$ cat src/rtl/core/des_pkg.sv
// Package for the double-ended stack: field widths, request mode codes,
// result status codes and the structs passed between the core modules.
// No dependencies.
package des_pkg;

  localparam int DEPTH_DEF = 256;
  localparam int VAL_W     = 32;
  localparam int MODE_W    = 3;
  localparam int STAT_W    = 2;

  localparam logic [MODE_W-1:0] MODE_PEEK     = 3'd0;
  localparam logic [MODE_W-1:0] MODE_PUSH_TOP = 3'd1;
  localparam logic [MODE_W-1:0] MODE_PUSH_BOT = 3'd2;
  localparam logic [MODE_W-1:0] MODE_POP_TOP  = 3'd3;
  localparam logic [MODE_W-1:0] MODE_POP_BOT  = 3'd4;

  localparam logic [STAT_W-1:0] STAT_OK        = 2'd0;
  localparam logic [STAT_W-1:0] STAT_UNDERFLOW = 2'd1;
  localparam logic [STAT_W-1:0] STAT_FULL      = 2'd2;

  // Result of one request, as produced by the engine in its final cycle.
  typedef struct packed {
    logic              done;
    logic [VAL_W-1:0]  popped_value;
    logic [STAT_W-1:0] status;
    logic [VAL_W-1:0]  top_value;
    logic [VAL_W-1:0]  bottom_value;
    logic              is_empty;
  } resp_t;

  // Engine status seen by the top level's handshake logic.
  typedef struct packed {
    logic idle;
  } eng_stat_t;

endpackage

$ cat src/rtl/core/des_engine.sv
// Pointer, count and end-value logic of the double-ended stack.
// Drives the entry RAM; depends on des_pkg.
module des_engine #(
  parameter int DEPTH = des_pkg::DEPTH_DEF
) (
  input  logic                          clk,
  input  logic                          rst,
  input  logic                          start,
  input  logic [des_pkg::MODE_W-1:0]    mode,
  input  logic [des_pkg::VAL_W-1:0]     value,
  output des_pkg::eng_stat_t            stat,
  output des_pkg::resp_t                resp,
  output logic [$clog2(DEPTH+1)-1:0]    count,
  output logic                          wr_en,
  output logic [$clog2(DEPTH)-1:0]      wr_addr,
  output logic [des_pkg::VAL_W-1:0]     wr_data,
  output logic                          rd_en,
  output logic [$clog2(DEPTH)-1:0]      rd_addr,
  input  logic [des_pkg::VAL_W-1:0]     rd_data
);
  import des_pkg::*;

  localparam int PTR_W = $clog2(DEPTH);
  localparam int CNT_W = $clog2(DEPTH + 1);
  localparam logic [PTR_W-1:0] LAST = PTR_W'(DEPTH - 1);
  localparam logic [CNT_W-1:0] FULL_CNT = CNT_W'(DEPTH);
  localparam logic [CNT_W-1:0] ONE = CNT_W'(1);

  logic [PTR_W-1:0] top_ptr, top_ptr_next;
  logic [PTR_W-1:0] bot_ptr, bot_ptr_next;
  logic [CNT_W-1:0] cnt, cnt_next;
  logic [VAL_W-1:0] top_val, top_val_next;
  logic [VAL_W-1:0] bot_val, bot_val_next;
  logic             busy, busy_next;
  logic             pend_top, pend_top_next;
  logic [VAL_W-1:0] pend_pop, pend_pop_next;

  logic [PTR_W-1:0] top_up, top_down, bot_up, bot_down;
  logic             is_full, is_none;
  logic [STAT_W-1:0] status;
  logic [VAL_W-1:0]  popped;
  logic              done;

  assign top_up   = (top_ptr == LAST) ? '0 : top_ptr + PTR_W'(1);
  assign top_down = (top_ptr == '0) ? LAST : top_ptr - PTR_W'(1);
  assign bot_up   = (bot_ptr == LAST) ? '0 : bot_ptr + PTR_W'(1);
  assign bot_down = (bot_ptr == '0) ? LAST : bot_ptr - PTR_W'(1);
  assign is_full  = (cnt == FULL_CNT);
  assign is_none  = (cnt == '0);

  // A read is only issued in the cycle a pop is taken, and no write happens
  // then, so the RAM never sees a read and a write of one entry together.
  always_comb begin
    top_ptr_next  = top_ptr;
    bot_ptr_next  = bot_ptr;
    cnt_next      = cnt;
    top_val_next  = top_val;
    bot_val_next  = bot_val;
    busy_next     = busy;
    pend_top_next = pend_top;
    pend_pop_next = pend_pop;
    status        = STAT_OK;
    popped        = '0;
    done          = 1'b0;
    wr_en         = 1'b0;
    wr_addr       = top_ptr;
    wr_data       = value;
    rd_en         = 1'b0;
    rd_addr       = top_up;

    if (busy) begin
      // Finish a pop: the new end value arrives from the RAM.
      done      = 1'b1;
      popped    = pend_pop;
      busy_next = 1'b0;
      if (pend_top) begin
        top_val_next = rd_data;
      end else begin
        bot_val_next = rd_data;
      end
    end else if (start) begin
      done = 1'b1;
      case (mode)
        MODE_PUSH_TOP, MODE_PUSH_BOT: begin
          if (is_full) begin
            status = STAT_FULL;
          end else if (is_none) begin
            wr_en        = 1'b1;
            wr_addr      = (mode == MODE_PUSH_TOP) ? top_ptr : bot_ptr;
            top_ptr_next = wr_addr;
            bot_ptr_next = wr_addr;
            top_val_next = value;
            bot_val_next = value;
            cnt_next     = ONE;
          end else if (mode == MODE_PUSH_TOP) begin
            wr_en        = 1'b1;
            wr_addr      = top_down;
            top_ptr_next = top_down;
            top_val_next = value;
            cnt_next     = cnt + ONE;
          end else begin
            wr_en        = 1'b1;
            wr_addr      = bot_up;
            bot_ptr_next = bot_up;
            bot_val_next = value;
            cnt_next     = cnt + ONE;
          end
        end
        MODE_POP_TOP, MODE_POP_BOT: begin
          if (is_none) begin
            status = STAT_UNDERFLOW;
          end else begin
            popped   = (mode == MODE_POP_TOP) ? top_val : bot_val;
            cnt_next = cnt - ONE;
            if (cnt != ONE) begin
              // Fetch the entry that becomes the new end; finish next cycle.
              done          = 1'b0;
              busy_next     = 1'b1;
              rd_en         = 1'b1;
              pend_top_next = (mode == MODE_POP_TOP);
              pend_pop_next = popped;
              if (mode == MODE_POP_TOP) begin
                rd_addr      = top_up;
                top_ptr_next = top_up;
              end else begin
                rd_addr      = bot_down;
                bot_ptr_next = bot_down;
              end
            end
          end
        end
        default: begin
        end
      endcase
    end
  end

  always_ff @(posedge clk) begin
    if (rst) begin
      top_ptr <= '0;
      bot_ptr <= '0;
      cnt     <= '0;
      busy    <= 1'b0;
    end else begin
      top_ptr <= top_ptr_next;
      bot_ptr <= bot_ptr_next;
      cnt     <= cnt_next;
      busy    <= busy_next;
    end
  end

  always_ff @(posedge clk) begin
    top_val  <= top_val_next;
    bot_val  <= bot_val_next;
    pend_top <= pend_top_next;
    pend_pop <= pend_pop_next;
  end

  assign stat.idle          = !busy;
  assign resp.done          = done;
  assign resp.popped_value  = popped;
  assign resp.status        = status;
  assign resp.top_value     = (cnt_next != '0) ? top_val_next : '0;
  assign resp.bottom_value  = (cnt_next != '0) ? bot_val_next : '0;
  assign resp.is_empty      = (cnt_next == '0);
  assign count              = cnt_next;

endmodule

$ cat config.mk
export PLATFORM = sky130hd
export DESIGN_NAME = des_engine
export DESIGN_NICKNAME = d
export VERILOG_FILES = /design/src/rtl/core/des_pkg.sv /design/src/rtl/core/des_engine.sv
export SDC_FILE = /design/constraint.sdc
export NUM_CORES = 1
export LEC_CHECK = 0
export ABC_AREA = 1
export BUFFER_PORTS_ARGS = -buffer_cell sky130_fd_sc_hd__buf_4
export CORE_MARGIN = 4
export CORE_UTILIZATION = 55
export CTS_CLUSTER_DIAMETER = 50
export DETAILED_ROUTE_END_ITERATION = 10
export PLACE_DENSITY = 0.82
export SYNTH_ARGS = -nofsm -noshare
export SYNTH_HDL_FRONTEND = slang
export SYNTH_SLANG_ARGS = --single-unit
$ cat constraint.sdc
create_clock -name clk -period 4.7 [get_ports clk]
set_input_delay 0.235 -clock clk [delete_from_list [all_inputs] [get_ports clk]]
set_output_delay 0.235 -clock clk [all_outputs]
set_load 0.1 [all_outputs]
==> results of run 1 <==
[synthesized netlist by cell type (4+ instances only)]
master and n:
o21ai_1 45, inv_1 255, buf_6 7, edfxtp_1 33, nand2_2 5, o211ai_1 4, dfxtp_1 90, o21ai_0 172
a21oi_1 96, nand2_1 395, buf_4 33, nand3_1 87, nor2_2 6, buf_1 9, inv_2 8, clkbuf_1 59
ha_1 11, nor2_1 124, nand4_1 19, o21a_1 32, buf_2 8
[through the flow]
| stage | std cells | worst slack, ns | cell area [um2] | utilization (%) | hold slack [ns] |
|---|---|---|---|---|---|
| floorplan | 1522 | 0.0682 | 9140 | - | 0.304 |
| global placement | 1863 | 1.27 | 10600 | 66.1 | 0.506 |
| detailed placement | 1863 | 1.16 | 10600 | 66.1 | 0.510 |
| CTS | 1895 | 0.678 | 11200 | 70.0 | 0.115 |
| global route | 1895 | 0.386 | 11200 | 70.0 | 0.127 |
| finish | 1895 | 0.620 | 11200 | 70.0 | 0.123 |
[state kept, by name, indices dropped and copies added, names as in the netlist]
signal    count
pend_top      1
top_ptr       8
top_val      32
bot_ptr       8
busy          1
bot_val      32
cnt           9
pend_pop     32
[cell type report]
type                    count  area share [%]
repair buffers            241            16.1
clock buffers              20            4.06
clock inverters            12            1.45
well taps                 216            2.40
inverters                 263            8.78
multi-input cells        1020            42.3
flip-flops and latches    123            24.9
[critical path, delay by kind of cell, from the launching register on]
kind,cells,cell delay [ns]
buffers and inverters,4,1.20
and+or+nand+nor,9,1.08
adders and majority gates,2,0.58
DFF,1,0.48
[cell families (layout without fill, tap and decap cells)]
group | Yosys count | count (layout)
AO/OA/AOI/OAI | 357 | 357
XOR/XNOR | 3 | 3
adder cells (fa/ha/maj) | 11 | 11
buffers and inverters | 379 | 536
flip-flops | 123 | 123
AND/OR/NAND/NOR | 649 | 649
[final timing paths]
kind            endpoint  slack (ns)  depth (start not counted)
max              resp[0]        0.62                         15
min           top_ptr[2]        0.12                          2
max reg2reg  top_val[29]        1.62                         10
min reg2reg   top_ptr[3]        0.53                          2
[routing by layer]
metal / vias up / track usage (%) / share of wire (%)
met5: - / 0 / 0
met2: 549 / 52.1 / 48
met3: 84 / 5.22 / 9.8
li1: 5075 / - / -
met1: 4693 / 38.7 / 39
met4: 0 / 12.6 / 3.2
==> implementation parameters, run 1 <==
Parameter                              Value

Yosys
  Area share of the largest cell type after synthesis    19.7%
  Yosys top cell by area    dfxtp_1
  Synth Area in Compound Gates    20.7%
  Adder-cell area share of the yosys netlist    1.51%
  Post-synthesis cell area    9140 um2
  Post-Synth XOR/XNOR Area    0.287%
  Largest family of logic cells by synthesized area    simple AND/OR/NAND/NOR gates
  Avg Inst Size Synth    6.01 um2
  Synth unique cells    32
  Number of instances in the synthesized netlist    1522
  Post-synthesis share of cell area spent on and, or, nand and nor gates    29.4%
  Seq/Total Area, Yosys    30.6%
  EDFF count, synth    33
  Synth top area cells    dfxtp_1, nand2_1, edfxtp_1
  Async set-reset flop share out of synthesis    0%
  Total of flip-flops plus latches after synthesis    123
  Post-synthesis net count    1603
  Warning count from the yosys run    0
  Post-synthesis mux area share    0%
  Dominant synthesized flop cell    dfxtp_1

Floorplanning
  Initial Utilization    56.9%
  Die width    137 um
  Cell row count    46
  Die footprint    18700 um2
  Die height    137 um
  Top Ports    230
  Placeable core region    16100 um2

Clock network
  CTS Sinks    123
  Clock Tree Buf Depth    2
  Post-CTS Hold Fix Bufs    0
  CTS-repair resized insts    0
  Buffers inserted by post-CTS timing repair    0
  Total CTS buffers    17
  Clock tree from TritonCTS    done
  Htree depth    4
  Later-pin clock latency in the skew report    0.42 ns
  Clk pin slew, worst setup/hold paths    0.06 ns
  CTS Root Buffer Type    clkbuf_16

Route
  Violation count after the first detailed-routing iteration    932
  DR WL/cell    15.6 um
  Number of optimization iterations in the first detailed-route pass    7
  Via density per instance    5.49
  Via count    10400
  Number of nets still failing antenna checks after routing    0
  Residual DRC    0
  Total length of routed wires    29.6 mm

Timing
  Highest attainable clock frequency    0.245 GHz
  Min cycle time layout    4.08 ns
  Worst-Margin Slew    1.28 ns
  Setup Viol. Count Final    0
  Unrepaired setup endpoints after global routing    false
  Share of the clock period used by the worst path after layout    86.8%
  Summed negative setup slack over all endpoints    0 ns
  Final count of pins violating max slew    0
  Final hold vios    0
  Slew margin rel.    14.4%
  Worst clock skew    0.00967 ns

Worst setup path
  Cell chain of the critical path    inv_1 -> ha_1 -> inv_1 -> nor2_1 -> nand2_2 -> ha_1 -> nand2_1 -> nand2_1 -> nand2_1 -> nand2_1 -> nor2_1 -> nand3_1 -> nor2_4 -> buf_4 -> buf_4
  Req. time, crit path    4.47 ns
  Critical Path Max Stage Delay    0.57 ns
  CP Launch Point    cnt[0]
  CP dominant cell by count    nand2_1
  Maximum net fanout on the critical path    65
  Type of element launching the critical path    flip-flop
  Arrival time of the worst setup path    3.84 ns
  Reg2reg start    cnt[0]
  Endpoint kind of the worst setup timing path    primary output
  Cell with the biggest individual delay on the critical path    buf_4
  Type of the worst setup path    reg -> out

Final layout
  Layout net count    1747
  Area taken by multi-input logic gates    4760 um2
  Commonest non-fill, non-tap cell in the layout    nand2_1
  Syn-to-layout area delta    23.0%
  Number of antenna repair diodes    0
  Filler instances    1423
  Highest-count cells in the layout ignoring fill and taps    nand2_1, inv_1, buf_4
  Fraction of final layout cells with drive strength greater than 1    18.1%
  Sequential cell area in the final layout    2790 um2

Outcome
  Run status    complete, no violations

Job
  Max Cap Viol    0

GRT
  Pin count of the biggest net entering global routing    101
  First-pass GRT wire length    46.7 mm
  Antenna violations before repair    0
  Grt ovf    0
  Total Routing Usage GR    30.7%
  Vias in the first global route    9606

Min path
  Class of the most critical hold timing path    in -> reg
  Startpoint of the lowest-slack hold path    rst

Placement
  Port buffer count    229
  Final Wtd Congestion    0.980
  Post-DP HPWL    20.7 mm
Power of run 1 is not shown: default switching activity piles up to over one toggle a cycle in this logic, so the estimate is an artifact.
==> run 2, diff against run 1 <==
--- a/config.mk
+++ b/config.mk
@@ -5,7 +5,6 @@
 export SDC_FILE = /design/constraint.sdc
 export NUM_CORES = 1
 export LEC_CHECK = 0
-export ABC_AREA = 1
 export BUFFER_PORTS_ARGS = -buffer_cell sky130_fd_sc_hd__buf_4
 export CORE_MARGIN = 4
 export CORE_UTILIZATION = 55
==> implementation parameters, run 2 <==
Parameter                              Value

Floorplanning
  Die height    139 um (was 137 um)
  Cell row count    47 (was 46)
  Die width    139 um (was 137 um)
  Die footprint    19200 um2 (was 18700 um2)
  Placeable core region    16600 um2 (was 16100 um2)
  Top Ports    230 (unchanged)
  Initial Utilization    56.5% (was 56.9%)

Clock network
  Later-pin clock latency in the skew report    0.42 ns (about the same)
  Clock Tree Buf Depth    2 (unchanged)
  Clk pin slew, worst setup/hold paths    0.06 ns (about the same)
  CTS Sinks    123 (unchanged)
  Clock tree from TritonCTS    done (unchanged)
  CTS Root Buffer Type    clkbuf_16 (unchanged)
  CTS-repair resized insts    0 (unchanged)
  Total CTS buffers    17 (unchanged)
  Post-CTS Hold Fix Bufs    0 (unchanged)
  Buffers inserted by post-CTS timing repair    0 (unchanged)
  Htree depth    4 (unchanged)

Yosys
  Synth top area cells    dfxtp_1, mux2i_1, edfxtp_1 (was dfxtp_1, nand2_1, edfxtp_1)
  Dominant cell by count in the synthesized netlist    nand2_1 (unchanged)
  Top post-synthesis cells by count    nand2_1, mux2i_1, dfxtp_1 (was nand2_1, inv_1, o21ai_0)
  Number of instances in the synthesized netlist    1117 (was 1522)
  Async set-reset flop share out of synthesis    0% (unchanged)
  Avg Inst Size Synth    8.41 um2 (was 6.01 um2)
  Post-synthesis cell area    9400 um2 (was 9140 um2)
  Area share of the largest cell type after synthesis    19.2% (was 19.7%)
  Warning count from the yosys run    0 (unchanged)
  Post-synthesis net count    1198 (was 1603)
  Dominant synthesized flop cell    dfxtp_1 (unchanged)
  Total of flip-flops plus latches after synthesis    123 (unchanged)
  EDFF count, synth    33 (unchanged)
  Synth unique cells    75 (was 32)
  Seq/Total Area, Yosys    29.7% (was 30.6%)
  Yosys top cell by area    dfxtp_1 (unchanged)

GRT
  Grt ovf    0 (unchanged)
  Pin count of the biggest net entering global routing    96 (was 101)
  Vias in the first global route    9010 (was 9606)
  First-pass GRT wire length    48.6 mm (was 46.7 mm)
  Antenna violations before repair    0 (unchanged)
  Total Routing Usage GR    30.8% (was 30.7%)

Pwr
  Sw Share    50.8%
  Power density cells    487 nW/um2
  Proportion of power drawn by flip-flops and latches    25.2%
  Psw    3.10 mW
  VDD IR-drop max    449 uV
  Clk network pwr share    20.2%
  Power Internal    3.00 mW
  Logic gate share of total power    54.6%
  Leakage power total    5.39 nW

Outcome
  Run status    complete, no violations (unchanged)

Final layout
  Final design area excluding fillers    12500 um2 (was 11200 um2)
  Fraction of final layout cells with drive strength greater than 1    34.6% (was 18.1%)
  Top Registers    bot_val (32), pend_pop (32), top_val (32) (unchanged)
  Layout net count    1335 (was 1747)
  Commonest non-fill, non-tap cell in the layout    buf_4 (was nand2_1)
  Syn-to-layout area delta    33.2% (was 23.0%)
  Number of standard cells in the layout, taps in and fillers out    1487 (was 1895)
  Filler instances    1199 (was 1423)
  Number of antenna repair diodes    0 (unchanged)
  Highest-count cells in the layout ignoring fill and taps    buf_4, nand2_1, mux2i_1 (was nand2_1, inv_1, buf_4)

Worst setup path
  Critical Path Max Stage Delay    0.66 ns (was 0.57 ns)
  Cell with the biggest individual delay on the critical path    or4b_1 (was buf_4)
  Type of element launching the critical path    flip-flop (unchanged)
  CP dominant cell by count    buf_4 (was nand2_1)
  Kind of cell adding the most delay to the critical path    buffers and inverters (unchanged)
  Reg2reg start    cnt[0] (unchanged)
  Combined buffer and inverter count along the critical path    4 (unchanged)
  Endpoint kind of the worst setup timing path    primary output (unchanged)
  Arrival time of the worst setup path    4.17 ns (was 3.84 ns)
  Cell chain of the critical path    inv_1 -> ha_2 -> or4b_1 -> o211a_1 -> a221oi_1 -> mux2i_2 -> nor3_4 -> buf_12 -> buf_4 -> a31oi_4 -> buf_4 (was inv_1 -> ha_1 -> inv_1 -> nor2_1 -> nand2_2 -> ha_1 -> nand2_1 -> nand2_1 -> nand2_1 -> nand2_1 -> nor2_1 -> nand3_1 -> nor2_4 -> buf_4 -> buf_4)
  Type of the worst setup path    reg -> out (unchanged)
  CP Depth    11 (was 15)
  Maximum net fanout on the critical path    33 (was 65)
  Flop2flop setup slack    1.27 ns (was 1.62 ns)
  CP Launch Point    cnt[0] (unchanged)
  Req. time, crit path    4.47 ns (about the same)
  Number of cells on the worst reg-to-reg path    9 (was 10)

Timing
  Worst-Margin Slew    1.19 ns (was 1.28 ns)
  Final count of pins violating max slew    0 (unchanged)
  Worst hold slack across all endpoints    0.207 ns (was 0.123 ns)
  Final hold vios    0 (unchanged)
  Highest attainable clock frequency    0.227 GHz (was 0.245 GHz)
  Slew margin rel.    20.6% (was 14.4%)
  Share of the clock period used by the worst path after layout    93.8% (was 86.8%)
  Worst clock skew    0.0109 ns (was 0.00967 ns)
  Setup Viol. Count Final    0 (unchanged)
  Unrepaired setup endpoints after global routing    false (unchanged)
  Summed negative setup slack over all endpoints    0 ns (unchanged)
  Min cycle time layout    4.41 ns (was 4.08 ns)

Route
  Total length of routed wires    30.9 mm (was 29.6 mm)
  Via density per instance    6.23 (was 5.49)
  Number of optimization iterations in the first detailed-route pass    8 (was 7)
  Residual DRC    0 (unchanged)
  DR WL/cell    20.8 um (was 15.6 um)
  Violation count after the first detailed-routing iteration    756 (was 932)
  Number of nets still failing antenna checks after routing    0 (unchanged)
  Via count    9270 (was 10400)

Placement
  # placed instances    1455 (was 1863)
  Area of placed instances    12000 um2 (was 10600 um2)
  Port buffer count    229 (unchanged)
  Post-DP HPWL    21.4 mm (was 20.7 mm)
  Final Wtd Congestion    0.990 (was 0.980)

Job
  Max Cap Viol    0 (unchanged)

Min path
  Worst hold path stage count    2 (unchanged)
  Startpoint of the lowest-slack hold path    rst (unchanged)
  Class of the most critical hold timing path    in -> reg (unchanged)
==> run 2: cell types whose count changed after synthesis, sizes merged, moves of 15 or more <==
cell,previous run,this run
a31oi,2,71
nand2,400,138
o21ai,217,35
nand4,19,4
a32o,0,32
nor2,133,48
nor3,4,26
o21a,32,2
mux2,0,64
mux2i,0,133
a21oi,96,37
nand3,89,16
inv,263,84
==> run 2: final timing paths <==
kind | end
worst min-delay path | cnt[6]
worst min register to register | bot_ptr[1]
worst max-delay path | resp[58]
worst max register to register | top_val[14]
==> run 2: cell families after synthesis <==
kind of cell	after synthesis	share of synthesized area, %
and+or+nand+nor	299	15.6
AOI/OAI and AO/OA	255	19.3
buffers and inverters	217	10.7
muxes	197	21.8
DFF	123	29.7
xor gates and xnor gates	15	1.40
adders and majority gates	11	1.46
==> run 2: area by class of cell <==
type,count,area (um2),area share (%)
Clock buffer,18,439,3.51
Multi-Input combinational cell,777,6630,53.0
Inverter,84,315,2.52
Timing Repair Buffer,251,1950,15.6
Sequential cell,123,2800,22.3
Tap cell,220,275,2.20
Clock inverter,14,113,0.900
==> run 2: per-layer routing <==
metal  share of wire (%)  track usage [%]  wire length, um  vias up
met5                   0                0                0        -
met4                 3.8             13.6             1180        0
met3                 7.0             6.38             2160       87
met2                  48             52.3            14900      417
met1                  41             37.9            12600     4432
li1                    -                -                -     4334
==> run 2: worst register-to-register path, cell delays in order (launching register included) <==
cell and delay [ns]:
dfxtp_1 0.36, inv_1 0.16, ha_2 0.26, nor3b_1 0.48, a21oi_1 0.26, o211ai_4 0.73, buf_4 0.50, mux2i_1 0.28
mux2_2 0.24, inv_1 0.05
==> run 2: metrics by stage <==
step / setup slack (ns) / total power, mW / utilization (%)
6_report: 0.293 / 6.09 / 75.2
5_1_grt: 0.115 / 6.34 / 75.2
4_1_cts: 0.295 / 6.09 / 75.2
3_5_place_dp: 0.722 / 4.86 / 71.9
3_3_place_gp: 0.867 / 4.79 / 71.9
2_1_floorplan: -0.259 / 4.23 / -
==> run 2: power groups by stage <==
stage	clock, mW	sequential [mW]	combinational [mW]
finish	1.23	1.54	3.32
floorplan	0	1.49	2.74
global route	1.29	1.56	3.49
global placement	0	1.53	3.26
detailed placement	0	1.55	3.31
CTS	1.24	1.53	3.32
Note: power is estimated with default switching activity, not from simulation.
